### config.mk
export PLATFORM = sky130hd
export DESIGN_NAME = fix_timestamp_to_epoch_micros
export DESIGN_NICKNAME = d
export VERILOG_FILES = /design/src/hdl/fixts_pkg.sv /design/src/hdl/fixts_ctrl.sv /design/src/hdl/fixts_datapath.sv /design/src/hdl/fix_timestamp_to_epoch_micros.sv
export SDC_FILE = /design/constraint.sdc
export NUM_CORES = 2
export LEC_CHECK = 0
export BUFFER_PORTS_ARGS = -buffer_cell sky130_fd_sc_hd__buf_2
export CAP_MARGIN = 20
export CORE_MARGIN = 10
export CORE_UTILIZATION = 55
export CTS_CLUSTER_DIAMETER = 150
export CTS_CLUSTER_SIZE = 25
export DETAILED_ROUTE_END_ITERATION = 8
export PLACE_DENSITY = 0.71
export SLEW_MARGIN = 5
export SYNTH_ARGS = -nofsm -noshare
export SYNTH_HDL_FRONTEND = slang
export SYNTH_SLANG_ARGS = --single-unit
### constraint.sdc
create_clock -name i_clk -period 10 [get_ports i_clk]
set_clock_uncertainty 0.2 [all_clocks]
set_input_delay 0.5 -clock i_clk [delete_from_list [all_inputs] [get_ports i_clk]]
set_output_delay 0.5 -clock i_clk [all_outputs]
set_load 0.02 [all_outputs]
### src/hdl/fixts_pkg.sv
package fixts_pkg;

    typedef enum logic [1:0] {
        S_COLLECT,
        S_DAYS,
        S_SECS,
        S_MICRO
    } t_state;

    typedef enum logic [3:0] {
        E_OK         = 4'd0,
        E_SHORT      = 4'd1,
        E_DATE_DIGIT = 4'd2,
        E_YEAR       = 4'd3,
        E_MONTH      = 4'd4,
        E_DAY        = 4'd5,
        E_DASH       = 4'd6,
        E_TIME_DIGIT = 4'd7,
        E_HOUR       = 4'd8,
        E_MINUTE     = 4'd9,
        E_SECOND     = 4'd10,
        E_COLONS     = 4'd11,
        E_CALENDAR   = 4'd12
    } t_err;

    typedef struct packed {
        logic take_char;
        logic convert;
        logic scale_secs;
        logic scale_micros;
    } t_cmd;

    localparam int FLAG_DATE_DIGIT = 0;
    localparam int FLAG_DASH       = 1;
    localparam int FLAG_TIME_DIGIT = 2;
    localparam int FLAG_COLON      = 3;

    localparam logic [4:0]  MIN_LEN = 5'd17;
    localparam logic [4:0]  POS_MAX = 5'd31;
    localparam logic [13:0] YEAR_LO = 14'd1900;
    localparam logic [13:0] YEAR_HI = 14'd2100;

    localparam logic [7:0] CH_ZERO  = 8'h30;
    localparam logic [7:0] CH_NINE  = 8'h39;
    localparam logic [7:0] CH_DASH  = 8'h2D;
    localparam logic [7:0] CH_COLON = 8'h3A;
    localparam logic [7:0] CH_DOT   = 8'h2E;

    function automatic logic [4:0] month_days(input logic [6:0] month, input logic leap);
        logic [4:0] d;
        unique case (month)
            7'd2:                         d = leap ? 5'd29 : 5'd28;
            7'd4, 7'd6, 7'd9, 7'd11:      d = 5'd30;
            default:                      d = 5'd31;
        endcase
        return d;
    endfunction

    // days from March 1 to the first of the month, March-based year
    function automatic logic [8:0] month_offset(input logic [6:0] month);
        logic [8:0] o;
        unique case (month)
            7'd1:    o = 9'd306;
            7'd2:    o = 9'd337;
            7'd3:    o = 9'd0;
            7'd4:    o = 9'd31;
            7'd5:    o = 9'd61;
            7'd6:    o = 9'd92;
            7'd7:    o = 9'd122;
            7'd8:    o = 9'd153;
            7'd9:    o = 9'd184;
            7'd10:   o = 9'd214;
            7'd11:   o = 9'd245;
            7'd12:   o = 9'd275;
            default: o = 9'd0;
        endcase
        return o;
    endfunction

endpackage

### src/hdl/fixts_ctrl.sv
module fixts_ctrl
    import fixts_pkg::*;
(
    input  logic i_clk,
    input  logic i_rst_n,
    input  logic i_valid,
    input  logic i_char_present,
    input  logic i_last_char,
    input  logic i_stall,
    output logic o_stall,
    output logic o_valid,
    output t_cmd o_cmd
);

    t_state r_state;
    t_state n_state;
    logic   r_out_valid;
    logic   n_out_valid;
    logic   w_accept;
    logic   w_load;

    assign w_accept = i_valid && (r_state == S_COLLECT);
    // output register free now or emptied at this edge
    assign w_load   = (r_state == S_MICRO) && (!r_out_valid || !i_stall);

    always_ff @(posedge i_clk) begin
        if (!i_rst_n) begin
            r_state     <= S_COLLECT;
            r_out_valid <= 1'b0;
        end else begin
            r_state     <= n_state;
            r_out_valid <= n_out_valid;
        end
    end

    always_comb begin
        n_state = r_state;
        unique case (r_state)
            S_COLLECT: begin
                if (w_accept && i_last_char) begin
                    n_state = S_DAYS;
                end
            end
            S_DAYS:  n_state = S_SECS;
            S_SECS:  n_state = S_MICRO;
            S_MICRO: begin
                if (w_load) begin
                    n_state = S_COLLECT;
                end
            end
            default: n_state = S_COLLECT;
        endcase

        n_out_valid = r_out_valid;
        if (w_load) begin
            n_out_valid = 1'b1;
        end else if (r_out_valid && !i_stall) begin
            n_out_valid = 1'b0;
        end
    end

    always_comb begin
        o_stall              = (r_state != S_COLLECT);
        o_valid              = r_out_valid;
        o_cmd.take_char      = w_accept && i_char_present;
        o_cmd.convert        = (r_state == S_DAYS);
        o_cmd.scale_secs     = (r_state == S_SECS);
        o_cmd.scale_micros   = w_load;
    end

endmodule

### src/hdl/fixts_datapath.sv
module fixts_datapath
    import fixts_pkg::*;
(
    input  logic               i_clk,
    input  logic               i_rst_n,
    input  t_cmd               i_cmd,
    input  logic [7:0]         i_char_code,
    output logic signed [52:0] o_epoch_micros,
    output logic               o_ok,
    output logic [3:0]         o_error_code
);

    logic [4:0]  r_pos;
    logic [13:0] r_year;
    logic [6:0]  r_month, r_day, r_hour, r_minute, r_second;
    logic [9:0]  r_millis;
    logic [1:0]  r_frac_n;
    logic        r_frac_open;
    logic [3:0]  r_flags;

    logic [4:0]  n_pos;
    logic [13:0] n_year;
    logic [6:0]  n_month, n_day, n_hour, n_minute, n_second;
    logic [9:0]  n_millis;
    logic [1:0]  n_frac_n;
    logic        n_frac_open;
    logic [3:0]  n_flags;

    logic signed [16:0] r_days;
    logic [16:0]        r_tod;
    logic [19:0]        r_msu;
    t_err               r_err;
    logic signed [33:0] r_secs;

    logic        w_isd;
    logic [3:0]  w_dig;

    function automatic logic [6:0] acc7(input logic [6:0] a, input logic [3:0] d);
        return 7'(a * 7'd10 + {3'd0, d});
    endfunction

    assign w_isd = (i_char_code >= CH_ZERO) && (i_char_code <= CH_NINE);
    assign w_dig = w_isd ? i_char_code[3:0] : 4'd0;

    always_comb begin
        n_pos       = r_pos;
        n_year      = r_year;
        n_month     = r_month;
        n_day       = r_day;
        n_hour      = r_hour;
        n_minute    = r_minute;
        n_second    = r_second;
        n_millis    = r_millis;
        n_frac_n    = r_frac_n;
        n_frac_open = r_frac_open;
        n_flags     = r_flags;
        if (i_cmd.convert) begin
            n_pos       = '0;
            n_year      = '0;
            n_month     = '0;
            n_day       = '0;
            n_hour      = '0;
            n_minute    = '0;
            n_second    = '0;
            n_millis    = '0;
            n_frac_n    = '0;
            n_frac_open = 1'b0;
            n_flags     = '0;
        end else if (i_cmd.take_char) begin
            if (r_pos <= 5'd3) begin
                n_year = 14'(r_year * 14'd10 + {10'd0, w_dig});
                if (!w_isd) n_flags[FLAG_DATE_DIGIT] = 1'b1;
            end else if (r_pos <= 5'd5) begin
                n_month = acc7(r_month, w_dig);
                if (!w_isd) n_flags[FLAG_DATE_DIGIT] = 1'b1;
            end else if (r_pos <= 5'd7) begin
                n_day = acc7(r_day, w_dig);
                if (!w_isd) n_flags[FLAG_DATE_DIGIT] = 1'b1;
            end else if (r_pos == 5'd8) begin
                if (i_char_code != CH_DASH) n_flags[FLAG_DASH] = 1'b1;
            end else if (r_pos <= 5'd10) begin
                n_hour = acc7(r_hour, w_dig);
                if (!w_isd) n_flags[FLAG_TIME_DIGIT] = 1'b1;
            end else if (r_pos == 5'd11 || r_pos == 5'd14) begin
                if (i_char_code != CH_COLON) n_flags[FLAG_COLON] = 1'b1;
            end else if (r_pos <= 5'd13) begin
                n_minute = acc7(r_minute, w_dig);
                if (!w_isd) n_flags[FLAG_TIME_DIGIT] = 1'b1;
            end else if (r_pos <= 5'd16) begin
                n_second = acc7(r_second, w_dig);
                if (!w_isd) n_flags[FLAG_TIME_DIGIT] = 1'b1;
            end else if (r_pos == 5'd17) begin
                n_frac_open = (i_char_code == CH_DOT);
            end else if (r_pos <= 5'd20) begin
                if (r_frac_open && w_isd) begin
                    n_millis = 10'(r_millis * 10'd10 + {6'd0, w_dig});
                    n_frac_n = r_frac_n + 2'd1;
                end else begin
                    n_frac_open = 1'b0;
                end
            end
            if (r_pos < POS_MAX) n_pos = r_pos + 5'd1;
        end
    end

    always_ff @(posedge i_clk) begin
        if (!i_rst_n) begin
            r_pos       <= '0;
            r_year      <= '0;
            r_month     <= '0;
            r_day       <= '0;
            r_hour      <= '0;
            r_minute    <= '0;
            r_second    <= '0;
            r_millis    <= '0;
            r_frac_n    <= '0;
            r_frac_open <= 1'b0;
            r_flags     <= '0;
        end else begin
            r_pos       <= n_pos;
            r_year      <= n_year;
            r_month     <= n_month;
            r_day       <= n_day;
            r_hour      <= n_hour;
            r_minute    <= n_minute;
            r_second    <= n_second;
            r_millis    <= n_millis;
            r_frac_n    <= n_frac_n;
            r_frac_open <= n_frac_open;
            r_flags     <= n_flags;
        end
    end

    // error judgment, day count, time of day and fraction scale from the finished fields
    logic               w_leap;
    t_err               w_err;
    logic [13:0]        w_yy;
    logic               w_era5;
    logic [8:0]         w_yoe;
    logic [1:0]         w_c100;
    logic [17:0]        w_doe;
    logic signed [18:0] w_era_term;
    logic signed [18:0] w_days;
    logic [16:0]        w_tod;
    logic [19:0]        w_scale;

    always_comb begin
        w_leap = (r_year[1:0] == 2'b00) && (r_year != 14'd1900) && (r_year != 14'd2100);
        priority if (r_pos < MIN_LEN)                                w_err = E_SHORT;
        else if (r_flags[FLAG_DATE_DIGIT])                           w_err = E_DATE_DIGIT;
        else if (r_year < YEAR_LO || r_year > YEAR_HI)               w_err = E_YEAR;
        else if (r_month < 7'd1 || r_month > 7'd12)                  w_err = E_MONTH;
        else if (r_day < 7'd1 || r_day > 7'd31)                      w_err = E_DAY;
        else if (r_flags[FLAG_DASH])                                 w_err = E_DASH;
        else if (r_flags[FLAG_TIME_DIGIT])                           w_err = E_TIME_DIGIT;
        else if (r_hour > 7'd23)                                     w_err = E_HOUR;
        else if (r_minute > 7'd59)                                   w_err = E_MINUTE;
        else if (r_second > 7'd59)                                   w_err = E_SECOND;
        else if (r_flags[FLAG_COLON])                                w_err = E_COLONS;
        else if (r_day > {2'b00, month_days(r_month, w_leap)})       w_err = E_CALENDAR;
        else                                                         w_err = E_OK;

        w_yy   = r_year - ((r_month <= 7'd2) ? 14'd1 : 14'd0);
        w_era5 = (w_yy >= 14'd2000);
        w_yoe  = 9'(w_yy - (w_era5 ? 14'd2000 : 14'd1600));
        priority if (w_yoe >= 9'd300) w_c100 = 2'd3;
        else if (w_yoe >= 9'd200)     w_c100 = 2'd2;
        else if (w_yoe >= 9'd100)     w_c100 = 2'd1;
        else                          w_c100 = 2'd0;
        w_doe = 18'(w_yoe * 18'd365) + {11'd0, w_yoe[8:2]} - {16'd0, w_c100}
              + {9'd0, month_offset(r_month)} + {11'd0, r_day} - 18'd1;
        // era * 146097 - 719468 for era 5 or 4
        w_era_term = w_era5 ? 19'sd11017 : -19'sd135080;
        w_days     = $signed({1'b0, w_doe}) + w_era_term;

        w_tod = 17'(r_hour * 17'd3600) + 17'(r_minute * 17'd60) + {10'd0, r_second};
        unique case (r_frac_n)
            2'd1:    w_scale = 20'd100000;
            2'd2:    w_scale = 20'd10000;
            2'd3:    w_scale = 20'd1000;
            default: w_scale = 20'd0;
        endcase
    end

    logic signed [47:0] w_scaled;
    logic signed [52:0] w_micros;

    assign w_scaled = $signed(48'(r_secs * $signed(15'sd15625)));
    assign w_micros = $signed({w_scaled[46:0], 6'b0}) + $signed({33'd0, r_msu});

    always_ff @(posedge i_clk) begin
        if (i_cmd.convert) begin
            r_days <= w_days[16:0];
            r_tod  <= w_tod;
            r_msu  <= 20'(r_millis * w_scale);
            r_err  <= w_err;
        end
        if (i_cmd.scale_secs) begin
            r_secs <= $signed(34'(r_days * $signed(18'sd86400))) + $signed({17'd0, r_tod});
        end
        if (i_cmd.scale_micros) begin
            o_epoch_micros <= (r_err == E_OK) ? w_micros : '0;
            o_ok           <= (r_err == E_OK);
            o_error_code   <= r_err;
        end
    end

endmodule

### src/hdl/fix_timestamp_to_epoch_micros.sv
// Conversion: once the item marked last is taken, the convert step registers the
// day count, time of day and fraction, the seconds step scales the day count and
// adds the time of day, and the microsecond step loads the output register.
// Throughput: one character item per cycle while a string is collected; after the
// last item the three-step epoch conversion holds off input until its last step,
// which waits while the previous result is still held, has loaded the output.
// Reset: synchronous active-low; clears all field accumulators and the controller.
module fix_timestamp_to_epoch_micros
    import fixts_pkg::*;
(
    input  logic               i_clk,
    input  logic               i_rst_n,
    input  logic               i_valid,
    output logic               o_stall,
    input  logic [7:0]         i_char_code,
    input  logic               i_char_present,
    input  logic               i_last_char,
    output logic               o_valid,
    input  logic               i_stall,
    output logic signed [52:0] o_epoch_micros,
    output logic               o_ok,
    output logic [3:0]         o_error_code
);

    t_cmd w_cmd;

    fixts_ctrl u_ctrl (
        .i_clk          (i_clk),
        .i_rst_n        (i_rst_n),
        .i_valid        (i_valid),
        .i_char_present (i_char_present),
        .i_last_char    (i_last_char),
        .i_stall        (i_stall),
        .o_stall        (o_stall),
        .o_valid        (o_valid),
        .o_cmd          (w_cmd)
    );

    fixts_datapath u_datapath (
        .i_clk          (i_clk),
        .i_rst_n        (i_rst_n),
        .i_cmd          (w_cmd),
        .i_char_code    (i_char_code),
        .o_epoch_micros (o_epoch_micros),
        .o_ok           (o_ok),
        .o_error_code   (o_error_code)
    );

endmodule

==> impl_results.md <==
* Status: finished clean
* Largest net degree at the start of global routing at 56
* Via Count at 22411
* Reg2reg start: u_datapath.r_month[4]
* Maximum buffer depth of the clock tree at 3
* Layout cells sized above 1 at 4.316%
* Post-CTS Setup Bufs at 0
* Row count at 89
* Register area share after synthesis at 18.31%
* Critical Path End Type: flop
* Hold Buf Count CTS at 0
* Number of nets in the layout at 4365
* Final setup fails at 0
* CP max-delay cell: fa_1
* Cts bufs inserted at 13
* Hold slack at 88.76 ps
* Area grow syn2layout at 4.796%
* Initial Utilization at approximately 55%
* Die height at between 200 and 300 µm
* Main flop type after synthesis: edfxtp_1
* DRT Pass-1 Iters at 5
* IO buf count at 70
* DRT antenna net count at 0
* Hold/Removal Path Class: in2reg
* CP most frequent cell: a21oi_1
* Critical Path AT at around 9000 ps
* Residual DRC at 0
* Synth cell types at 93
* Post-synth top area cell: ha_1
* Post-Layout Inst Area at 34260 µm²
* Post-DP Area at between 30000 and 40000 µm²
* Max incr delay on CP at 580 ps
* # placed instances at 4156
* Tmin final at 8987 ps
* Synthesized area at 32690 µm²
* Iter 0 DRT Violations at 955
* Vias in the first global route at 22579
* CTS root buf: clkbuf_16
* Startpoint types: flop
* Drt wl/cell at between 15 and 20 µm
* Hold depth at 2
* Register bit total from synthesis at 227
* WP data required at roughly 10000 ps
* Worst Setup EP: u_datapath.r_days[15]
* Setup CP Type: reg2reg
* Synth top area cells: ha_1, fa_1, edfxtp_1, inv_1, dfxtp_1
* CTS tree: done
* Post-synth EDFFs at roughly 140
* H-tree Lvls at 1
* R2r setup slk at 1010 ps
* Die ar. at approximately 70000 µm²
* Period utilization at 89.87%
* CP Max Fanout at 13
* Post-synth ARST share at 0%
* Reg2reg end: u_datapath.r_days[15]
* Max_slew headroom at around a quarter
* Initial antenna violation count at 0
* CTS clk-pin slew, worst paths at 100 ps
* RSZ-0062 raised after global routing: no
* Total Neg Setup Slack at 0 ps
* Area fraction of the dominant cell type after synthesis at 22.93%
* R2R depth at 35
* Post-CTS Resized at 0
* Core area at 58910 µm²
* Yosys warns at 0
* Detail Placement HPWL at 53120 µm
* # IOs at 74
* Via/cell ratio at 5.361
* Total global-route track usage at 18.15%
* Clock latency on the worst-skew pair at ~520 ps
* Final wirelength at around 63000 µm
* Clock sink count at about 230
* Worst Tran Pin Value at 1109 ps
* First-pass GRT wire length at 108400 µm
* Avg Inst Size Synth at about 9.7 µm²
* Final Non-Filler Cells at 4180
* MaxCap Viol Count at 0
* Max Freq at between 100 and 150 MHz
* GRT overflow at 0
* Final Max Slew Viols at 0
* Final Hold Vio Count at 0
* Die width at roughly 260 µm
* Worst Setup SP: u_datapath.r_month[4]
* Syn Inst Count at 3362
* GP Congestion at 0.8843
==> Yosys cell counts, drive strengths merged, types with 18 or more instances <==
cell type,n
a211oi,32
a21o,58
a21oi,179
and2,47
and3,19
clkbuf,52
dfxtp,83
edfxtp,144
fa,352
ha,599
inv,571
mux2i,36
nand2,146
nand2b,21
nand3,47
nand4,21
nor2,234
nor2b,36
nor3,54
nor3b,18
nor4,18
o21ai,92
o21bai,32
xnor2,185
xor2,73
==> cell families (layout without fill, tap and decap cells) <==
family / count (synthesis) / in the layout / share of synthesized area, %
adders and majority gates: 951 / 951 / 44.48
and+or+nand+nor: 726 / 726 / 11.20
buffers and inverters: 634 / 676 / 7.360
AOI/OAI and AO/OA: 524 / 524 / 10.34
xor gates and xnor gates: 259 / 259 / 6.982
DFF: 227 / 227 / 18.31
muxes: 40 / 40 / 1.309
other: 1 / 4 / 0.01147
==> stage by stage <==
| step | worst slack, ps | util (%) |
|---|---|---|
| floorplan | 845.2 | - |
| global placement | 1131 | 57.50 |
| detailed placement | 1018 | 57.50 |
| CTS | 996.3 | 58.13 |
| global route | 309.1 | 58.15 |
| finish | 1013 | 58.15 |
==> worst min-delay path by stage <==
stage | startpoint | to | slack (ps)
after floorplan | u_datapath.r_tod[0] | u_datapath.r_secs[0] | 200
after global placement | u_datapath.r_tod[6] | u_datapath.r_secs[6] | 200
after detailed placement | u_datapath.r_tod[3] | u_datapath.r_secs[3] | 200
after CTS | i_rst_n | u_ctrl.o_valid | 70
after global routing | i_rst_n | u_ctrl.o_valid | 70
final | i_rst_n | u_ctrl.r_state[0] | 90
==> sequential cells by signal, summed over array words and instances (netlist names), 10 cells and up, named ones only <==
register,cells
u_datapath.o_epoch_micros,50
u_datapath.r_secs,34
u_datapath.r_days,17
u_datapath.r_msu,17
u_datapath.r_tod,17
u_datapath.r_year,14
u_datapath.r_millis,10
==> layer usage <==
metal / wire length [µm] / vias up / GRT usage (%)
met2: 29270 / 300 / 30.77
li1: - / 11396 / -
met5: 0 / - / 0
met3: 2166 / 88 / 2.057
met4: 1591 / 0 / 4.664
met1: 30060 / 10627 / 24.31
==> area by class of cell <==
type                    instances  area [µm²]
clock buffers                  18       344.1
flip-flops and latches        227        5986
clock inverters                 3       28.78
fillers                      5114       24650
diodes                          1       2.502
repair buffers                 84       450.4
multi-input cells            2503       24330
inverters                     571        2143
well taps                     773       967.2
==> cell usage in the layout (no fill, tap or decap), drive strengths merged, types with 9 or more instances in the layout <==
cell type and count:
mux2i 36, buf 83, nor3b 18, o211ai 16, o21bai 32, inv 574
a21oi 179, ha 599, or3 12, nand4 21, a211oi 32, a31oi 16
and3 19, o31ai 11, and2 47, nor4b 9, dfxtp 83, fa 352
nand2 146, xnor2 185, nand2b 21, nor2 234, nor3 54, o21a 16
clkbuf 19, a21o 58, nor2b 36, xor2 73, edfxtp 144, or2 13
nor4 18, nand3 47, o21ai 92
==> critical path, delay by kind of cell, from the launching register on <==
family	cells	cell delay [ps]
xor+xnor	4	640
compound gates	11	2040
fa+ha+maj	9	3540
simple gates	6	1130
buf+inv	5	870
flops	1	340
Power is not shown: default switching activity piles up to over one toggle a cycle in this logic, so the estimate is an artifact.
